===== config.mk =====
export PLATFORM = sky130hd
export DESIGN_NAME = ssid_cell
export DESIGN_NICKNAME = d
export VERILOG_FILES = /design/src/design/sorted_set_insert_delete_unit_macros.svh /design/src/design/ssid_pkg.sv /design/src/design/ssid_cell.sv
export SDC_FILE = /design/constraint.sdc
export NUM_CORES = 1
export LEC_CHECK = 0
export ABC_CLOCK_PERIOD_IN_PS = 6600
export BUFFER_PORTS_ARGS = -buffer_cell sky130_fd_sc_hd__buf_2
export CAP_MARGIN = 20
export CORE_MARGIN = 5
export CORE_UTILIZATION = 34
export DETAILED_ROUTE_END_ITERATION = 6
export GPL_ROUTABILITY_DRIVEN = 0
export REMOVE_ABC_BUFFERS = 1
export SLEW_MARGIN = 20
export SYNTH_ARGS = -nofsm -noshare
export SYNTH_HDL_FRONTEND = slang
export SYNTH_SLANG_ARGS = --single-unit

===== constraint.sdc =====
create_clock -name clock -period 6.6 [get_ports clock]
set_clock_uncertainty 0.2 [all_clocks]
set_input_delay 0.99 -clock clock [delete_from_list [all_inputs] [get_ports clock]]
set_output_delay 0.99 -clock clock [all_outputs]
set_load 0.01 [all_outputs]

===== src/design/sorted_set_insert_delete_unit_macros.svh =====
// Assertion macros for the sorted set unit.
// Define NO_ASSERTIONS to compile them away.
`ifndef SORTED_SET_INSERT_DELETE_UNIT_MACROS_SVH
`define SORTED_SET_INSERT_DELETE_UNIT_MACROS_SVH

`ifndef NO_ASSERTIONS

// Check that cons holds in the same cycle as ante.
`define SSID_ASSERT_SAME(label, clk, rst, ante, cons, msg) \
   label: assert property (@(posedge clk) disable iff (rst) (ante) |-> (cons)) \
      else $error(msg);

// Check that cons holds in the cycle after ante.
`define SSID_ASSERT_NEXT(label, clk, rst, ante, cons, msg) \
   label: assert property (@(posedge clk) disable iff (rst) (ante) |=> (cons)) \
      else $error(msg);

`else

`define SSID_ASSERT_SAME(label, clk, rst, ante, cons, msg)
`define SSID_ASSERT_NEXT(label, clk, rst, ante, cons, msg)

`endif

`endif


===== src/design/ssid_pkg.sv =====
package ssid_pkg;

   localparam int VALUE_W  = 32;
   localparam int POS_W    = 6;
   localparam int FILL_W   = 7;
   localparam int STATUS_W = 2;

   localparam logic KIND_INSERT = 1'b0;
   localparam logic KIND_DELETE = 1'b1;

   typedef enum logic [STATUS_W-1:0] {
      ST_DONE   = 2'd0,
      ST_FULL   = 2'd1,
      ST_DUP    = 2'd2,
      ST_ABSENT = 2'd3
   } status_type;

   typedef enum logic [1:0] {
      PH_IDLE,
      PH_EVAL,
      PH_COMMIT
   } phase_type;

   // broadcast control from the sequencer to every cell
   typedef struct packed {
      logic capture;
      logic shift_up;
      logic shift_down;
   } cell_ctrl_type;

endpackage


===== src/design/ssid_cell.sv =====
module ssid_cell #(
   parameter int INDEX = 0,
   parameter int CNT_W = 7
) (
   input  logic                               clock,
   input  ssid_pkg::cell_ctrl_type            ctrl,
   input  logic [CNT_W-1:0]                   count,
   input  logic signed [ssid_pkg::VALUE_W-1:0] value,
   input  logic signed [ssid_pkg::VALUE_W-1:0] left_entry,
   input  logic                               left_lt,
   input  logic                               left_occ,
   input  logic signed [ssid_pkg::VALUE_W-1:0] right_entry,
   output logic signed [ssid_pkg::VALUE_W-1:0] entry,
   output logic                               lt,
   output logic                               occ,
   output logic                               eq,
   output logic [ssid_pkg::POS_W-1:0]         pos_code
);
   import ssid_pkg::*;

   logic signed [VALUE_W-1:0] entry_ff, entry_in;
   logic                      lt_ff, lt_in;
   logic                      eq_ff, eq_in;
   logic                      boundary;

   assign occ      = CNT_W'(INDEX) < count;
   // first cell not below the value: insert gap or the matching entry
   assign boundary = !lt_ff && left_lt;

   always_comb begin
      lt_in    = lt_ff;
      eq_in    = eq_ff;
      entry_in = entry_ff;
      if (ctrl.capture) begin
         lt_in = occ && (entry_ff < value);
         eq_in = occ && (entry_ff == value);
      end
      if (ctrl.shift_up) begin
         if (left_occ && !left_lt) begin
            entry_in = left_entry;
         end else if (boundary) begin
            entry_in = value;
         end
      end
      if (ctrl.shift_down && occ && !lt_ff) begin
         entry_in = right_entry;
      end
   end

   always_ff @(posedge clock) begin
      entry_ff <= entry_in;
      lt_ff    <= lt_in;
      eq_ff    <= eq_in;
   end

   assign entry    = entry_ff;
   assign lt       = lt_ff;
   assign eq       = eq_ff;
   assign pos_code = boundary ? POS_W'(INDEX) : '0;
endmodule


== After elaboration in Yosys (flattened, before gate mapping) ==
Cells that the tools add are included.

* Flip-flop bits (word level): 34
* Input bits: 109
* Output and inout bits: 41
* Logic and storage cells: 21

* Order comparisons: 2
* Equal/unequal tests: 1
* Muxes and demuxes: 4
* Reduce and logical (&&, ||, !) cells: 11

{| class="wikitable"
|+ Operators by type and width
! cell !! count
|-
| 2-to-1 mux 32 bit || 4
|-
| == test 32 bit || 1
|-
| less-than comparator 32 bit || 1
|-
| less-than comparator 1 x 7 -> 1 bit, first input constant || 1
|-
| logical AND 1 bit || 6
|-
| nonzero test 3 bit || 1
|-
| logical NOT 1 bit || 2
|-
| AND reduction 2 bit || 1
|-
| nonzero test 2 bit || 1
|}

== Longest topological paths before layout ==
Gate-level depths: netlist of the first run.

* Depth after elaboration: 6
* Mapped depth: 7
* Mapped depth without buffers: 7

== Worst setup path after synthesis of the first run ==
Ideal clock, no wire load.

* Path kind: input -> register
* From: input port count[4]
* To: register entry_ff[0] (netlist: entry[0]), enable pin
* Library setup time: 0.482 ns
* Arrival: 2.641 ns
* Required time: 5.918 ns
* Path slack: 3.276 ns
* Stages: 5
* Buffers on the path: 1
* Cell sequence: or4_4 -> nor4_4 -> nor3b_1 -> buf_6 -> nand2b_1

* Longest elaborated chain between the ends: 5
* Elaborated cells on any way between the ends: 6
* Classes of those cells: 1 x order compare; 5 x reduce/logical

{| class="wikitable"
|+ Ends and longest elaborated chain
! what !! line !! RTL
|-
| from (decl) || ssid_cell.sv:7 || <nowiki>input logic [CNT_W-1:0] count,</nowiki>
|-
| less-than comparator 1 x 7 -> 1 bit (*) || ssid_cell.sv:26 || <nowiki>assign occ = CNT_W'(INDEX) < count;</nowiki>
|-
| logical AND 1 bit (*) (2 in series) || ssid_cell.sv:45 || <nowiki>if (ctrl.shift_down && occ && !lt_ff) begin</nowiki>
|-
| nonzero test 3 bit (no source line) / nonzero test 2 bit (equally long branches) || n/a ||
|-
| AND reduction 2 bit (no source line) (*) || n/a ||
|-
| to (signal assigned) || ssid_cell.sv:51 || <nowiki>entry_ff <= entry_in;</nowiki>
|-
| to (decl) || ssid_cell.sv:21 || <nowiki>logic signed [VALUE_W-1:0] entry_ff, entry_in;</nowiki>
|}

Mark *: on every way between the ends. The rest lies on a longest branch, timed or not.
A chain may end at the register's enable or synchronous reset.

== Worst setup path after layout of the first run ==
* From: input port count[4]
* To: register entry_ff[18] (netlist: entry[18]), enable pin

Same word-level chain as after synthesis.

==> results of run 1 <==
report_power, final:
group	switching (µW)	total [µW]	internal, µW
combinational	135	239	104
clock	77.6	148	70.5
sequential	16.6	299	283
cell usage after synthesis:
master | number | area (µm²)
buf_4 | 6 | 45.04
or4_4 | 1 | 11.26
o21ai_0 | 8 | 40.04
and4_1 | 2 | 17.52
o21ai_2 | 18 | 157.7
nor2b_1 | 4 | 25.02
o21ai_1 | 14 | 70.07
nand4_1 | 4 | 25.02
nor4_1 | 2 | 12.51
nand2_1 | 42 | 157.7
a211oi_1 | 2 | 15.01
conb_1 | 1 | 3.750
mux2_2 | 1 | 11.26
o31a_1 | 1 | 8.760
nor4bb_1 | 1 | 10.01
nor3b_1 | 1 | 7.510
nor4b_1 | 1 | 8.760
nor4_4 | 1 | 21.27
a21o_1 | 1 | 7.510
ha_1 | 32 | 400.4
nor2_1 | 34 | 127.6
buf_6 | 6 | 67.56
clkbuf_1 | 5 | 18.77
edfxtp_1 | 34 | 1021
buf_1 | 3 | 11.26
a31oi_1 | 1 | 6.260
a21oi_1 | 45 | 225.2
nand2b_1 | 3 | 18.77
mux2i_1 | 1 | 10.01
inv_1 | 34 | 127.6
final cells by class:
| cell class | count | area (µm²) | share of cell area, % |
|---|---|---|---|
| clock inverter | 3 | 11.26 | 0.3199 |
| multi-input combinational | 226 | 1433 | 40.70 |
| clock buffer | 5 | 68.82 | 1.955 |
| inverter | 34 | 127.6 | 3.626 |
| timing repair buffer | 145 | 730.7 | 20.76 |
| tap | 102 | 127.6 | 3.626 |
| sequential | 34 | 1021 | 29.01 |
worst max path at each step:
stage | endpoint
floorplan | entry[0]
global placement | entry[17]
detailed placement | entry[16]
CTS | entry[16]
global route | entry[16]
finish | entry[18]
per-stage QoR:
| step | total power [µW] | util, % | hold slack, ns | std cells |
|---|---|---|---|---|
| after CTS | 701.0 | 45.55 | 0.6682 | 549 |
| after floorplan | 450.7 | - | 0.6483 | 294 |
| final | 686.7 | 45.55 | 0.6604 | 549 |
| after detailed placement | 547.8 | 44.51 | 0.6626 | 541 |
| after global placement | 543.4 | 44.51 | 0.6694 | 541 |
| after global routing | 738.5 | 45.55 | 0.6907 | 549 |
metal layers:
metal	wire length [µm]	vias to the layer above	GRT usage, %
met1	3133	1075	17.90
li1	-	1339	-
met5	0	-	0
met3	757	4	5.096
met2	3241	98	22.99
met4	44	0	3.151
critical path: cells and delay by family:
| kind | cells | cell delay, ns |
|---|---|---|
| AND/OR/NAND/NOR | 4 | 1.63 |
| buffers and inverters | 2 | 0.44 |
state kept, by name (all words and copies together) (netlist names):
register  count
lt            1
eq            1
entry        32
logic make-up after synthesis:
| family | share of synthesized area (%) |
|---|---|
| other | 0.1394 |
| AOI/OAI and AO/OA | 19.72 |
| and+or+nand+nor | 16.46 |
| buffers and inverters | 10.05 |
| muxes | 0.7907 |
| DFF | 37.95 |
| adders and majority gates | 14.88 |
==> flow_metrics.env, run 1 <==
export IMPL_first_pass_iters=4
export IMPL_slowest_delay_ns=0.69
export IMPL_ioPinCount=150
export IMPL_worst_ir_drop_vdd_mv=0.07899
export IMPL_finalSetupViolations=0
export IMPL_ff2ff_path_depth=3
export IMPL_finalHoldViolCount=0
export IMPL_nFillCells=808
export IMPL_place_worst_setup_slack_ns=2.797
export IMPL_hp_start="entry[1]"
export IMPL_synthesis_instances=309
export IMPL_antenna_left=0
export IMPL_start_kind="primary input"
export IMPL_mostFrequentLayoutCells="buf_2 (143), a21oi_1 (45), nand2_1 (42)"
export IMPL_syn_to_final_growth_pct=30.84
export IMPL_routed_via_density=4.583
export IMPL_grt_pass1_wl_mm=11.17
export IMPL_drt_wl_total_mm=7.176
export IMPL_htree_num_levels=2
export IMPL_cts_buffer_depth=2
export IMPL_path_cells="buf_2 -> or4_4 -> nor4_4 -> nor3b_2 -> buf_4 -> nand2b_2"
export IMPL_reg2reg_slack_ns=4.00
export IMPL_startpoint="count[4]"
export IMPL_post_dp_cell_area_um2=3440
export IMPL_drc=0
export IMPL_grtUsageTotal_pct=14.10
export IMPL_num_vias=2516
export IMPL_fin_area_um2=3520
export IMPL_final_common_cell="buf_2"
export IMPL_synth_seq_cells=34
export IMPL_port_buffers=143
export IMPL_diodes=0
export IMPL_worst_slack_ns=3.167
export IMPL_post_cts_buffers=0
export IMPL_num_rows=32
export IMPL_core_area_um2=7727
export IMPL_dp_hpwl_mm=5.705
export IMPL_rsz0062_at_grt="no"
export IMPL_p_per_area_nw_per_um2=195.1
export IMPL_cp_max_fo=65
export IMPL_initialDrtViolationCount=81
export IMPL_fin_crit_sh_pct=52.01
export IMPL_status="finished clean"
export IMPL_cts_resized_gates=0
export IMPL_slowest_stage="nand2b_2"
export IMPL_clkSinkCount=34
export IMPL_hold_class="register to register"
export IMPL_cts_buffers=5
export IMPL_holdPathEnd="eq"
export IMPL_power_leakage_uw=0.001728
export IMPL_fin_crit_ns=3.433
export IMPL_required_ns=6.26
export IMPL_antenna_found_initial=0
export IMPL_dieHeight_um=98.95
export IMPL_crit_type="primary input to register"
export IMPL_slew_headroom_pct=44.96
export IMPL_dieArea_um2=9791
export IMPL_r2r_end="entry[18]"
export IMPL_endpoint_kind="register"
export IMPL_worstReg2RegStart="lt"
export IMPL_drv_cap=0
export IMPL_overflow=0
export IMPL_seq_area_frac_synth_pct=37.95
export IMPL_tns_ns=0
export IMPL_holdPathStages=3
export IMPL_root_buffer="clkbuf_8"
export IMPL_cts_tree="built"
export IMPL_worstPathArrival_ns=3.09
export IMPL_syn_avg_cell_area_um2=8.706
export IMPL_grt_pass1_vias=2458
export IMPL_path_clk_slew_ns=0.07
export IMPL_yosys_cell_types_count=30
export IMPL_start_util_pct=34.81
export IMPL_holdBufCountCts=0
export IMPL_syn_cell_area_um2=2690
export IMPL_ys_warn_count=0
export IMPL_drive_above_1_share_pct=38.93
export IMPL_max_freq_mhz=291.3
export IMPL_nets=587
export IMPL_detail_route_wl_per_cell_um=13.07
export IMPL_tightest_slew_ns=0.8256
export IMPL_slew_viol_final=0
export IMPL_dieWidth_um=98.95
export IMPL_clock_latency_ns=0.29
export IMPL_grt_max_degree=66
(Power assumes the default switching activity.)
==> run 2: changes to the inputs <==
--- a/config.mk
+++ b/config.mk
@@ -5,13 +5,14 @@
 export SDC_FILE = /design/constraint.sdc
 export NUM_CORES = 1
 export LEC_CHECK = 0
-export ABC_CLOCK_PERIOD_IN_PS = 6600
+export ABC_CLOCK_PERIOD_IN_PS = 3100
 export BUFFER_PORTS_ARGS = -buffer_cell sky130_fd_sc_hd__buf_2
 export CAP_MARGIN = 20
 export CORE_MARGIN = 5
 export CORE_UTILIZATION = 34
 export DETAILED_ROUTE_END_ITERATION = 6
 export GPL_ROUTABILITY_DRIVEN = 0
+export PLACE_DENSITY = 0.67
 export REMOVE_ABC_BUFFERS = 1
 export SLEW_MARGIN = 20
 export SYNTH_ARGS = -nofsm -noshare
==> constraint.sdc (replaced) <==
create_clock -name clock -period 3.1 [get_ports clock]
set_clock_uncertainty 0.2 [all_clocks]
set_input_delay 0.465 -clock clock [delete_from_list [all_inputs] [get_ports clock]]
set_output_delay 0.465 -clock clock [all_outputs]
set_load 0.01 [all_outputs]
==> flow_metrics.env, run 2 (synthesized netlist as in run 1, its figures left out) <==
export IMPL_cp_max_fo=3
export IMPL_cts_resized_gates=0
export IMPL_num_rows=32
export IMPL_root_buffer="clkbuf_8"
export IMPL_start_util_pct=34.81
export IMPL_drc=0
export IMPL_antenna_left=0
export IMPL_routed_via_density=4.708
export IMPL_cts_buffer_depth=2
export IMPL_port_buffers=143
export IMPL_power_leakage_uw=0.001746
export IMPL_dieArea_um2=9791
export IMPL_clock_latency_ns=0.28
export IMPL_finalSetupViolations=0
export IMPL_fin_crit_sh_pct=84.06
export IMPL_path_clk_slew_ns=0.07
export IMPL_grtUsageTotal_pct=14.63
export IMPL_post_cts_buffers=0
export IMPL_dieHeight_um=98.95
export IMPL_grt_pass1_wl_mm=11.65
export IMPL_tightest_slew_ns=0.4942
export IMPL_slew_viol_final=0
export IMPL_first_pass_iters=4
export IMPL_ioPinCount=150
export IMPL_final_common_cell="buf_2"
export IMPL_worstPathArrival_ns=2.44
export IMPL_slowest_stage="nor4_1"
export IMPL_core_area_um2=7727
export IMPL_slew_headroom_pct=66.75
export IMPL_path_cells="ha_1 -> nand4_1 -> nor4_1 -> o21ai_0 -> a31oi_1 -> mux2_2"
export IMPL_cpLargestDelayFamily="simple AND/OR/NAND/NOR gates"
export IMPL_hold_class="primary input to register"
export IMPL_post_dp_cell_area_um2=3462
export IMPL_htree_num_levels=2
export IMPL_drv_cap=0
export IMPL_endpoint_kind="register"
export IMPL_num_vias=2594
export IMPL_drive_above_1_share_pct=39.87
export IMPL_syn_to_final_growth_pct=31.63
export IMPL_fin_crit_ns=2.606
export IMPL_initialDrtViolationCount=63
export IMPL_holdWs_ns=0.2099
export IMPL_detail_route_wl_per_cell_um=13.21
export IMPL_nets=590
export IMPL_p_per_area_nw_per_um2=414.2
export IMPL_dp_hpwl_mm=6.078
export IMPL_worst_ir_drop_vdd_mv=0.1672
export IMPL_drt_wl_total_mm=7.277
export IMPL_mostFrequentLayoutCells="buf_2 (143), a21oi_1 (45), nand2_1 (42)"
export IMPL_grt_max_degree=37
export IMPL_start_kind="register"
export IMPL_slowest_delay_ns=0.52
export IMPL_cts_buffers=5
export IMPL_crit_type="register to register"
export IMPL_cts_tree="built"
export IMPL_required_ns=2.94
export IMPL_max_freq_mhz=383.7
export IMPL_largest_reg_flops=32
export IMPL_finalHoldViolCount=0
export IMPL_clkSinkCount=34
export IMPL_grt_pass1_vias=2579
export IMPL_overflow=0
export IMPL_status="finished clean"
export IMPL_diodes=0
export IMPL_rsz0062_at_grt="no"
export IMPL_cp_buffers_inverters=0
export IMPL_fin_area_um2=3541
export IMPL_holdBufCountCts=0
export IMPL_antenna_found_initial=0
export IMPL_dieWidth_um=98.95
==> run 2: changes by cell type in the layout (fill, tap and decap cells not counted), sizes merged <==
cell,delta
buf,+3
clkinv,-1
==> run 2: final cells by class <==
type,count,area [µm²]
Clock buffer,5,68.82
Tap cell,102,127.6
Timing Repair Buffer,148,753.2
Fill cell,797,4187
Sequential cell,34,1021
Inverter,34,127.6
Multi-Input combinational cell,226,1433
Clock inverter,2,10.01
==> run 2: per-stage QoR <==
stage,total power (µW),cells,setup WS (ns),setup TNS (ns),utilization (%)
6_report,1467,551,0.4940,0,45.82
3_5_place_dp,1177,544,0.3414,0,44.80
3_3_place_gp,1163,544,0.3419,0,44.80
4_1_cts,1498,551,0.5122,0,45.82
2_1_floorplan,959.5,294,-3.627,-203.66,-
5_1_grt,1589,551,0.2654,0,45.82
==> run 2: path summary, 6_finish.rpt <==
| path | slack, ns | depth (start not counted) | to | start |
|---|---|---|---|---|
| worst min-delay path | 0.21 | 1 | eq | ctrl[2] |
| worst max register to register | 0.49 | 6 | lt | entry[14] |
| worst min register to register | 0.65 | 3 | eq | entry[1] |
| worst max-delay path | 0.49 | 6 | lt | entry[14] |
==> run 2: where the power goes <==
part	internal (µW)	leakage (µW)	switching, µW	total [µW]
Sequential	601	0.000336	35.4	637
Combinational	227	0.00137	294	521
Clock	151	0.0000438	158	308
==> run 2: layer usage <==
layer  vias to the layer above  GRT usage (%)  routed length, µm
li1                       1336              -                  -
met1                      1152          18.11               3105
met2                       101          24.74               3362
met3                         5          5.025                760
met4                         0          2.941                 48
met5                         -              0                  0
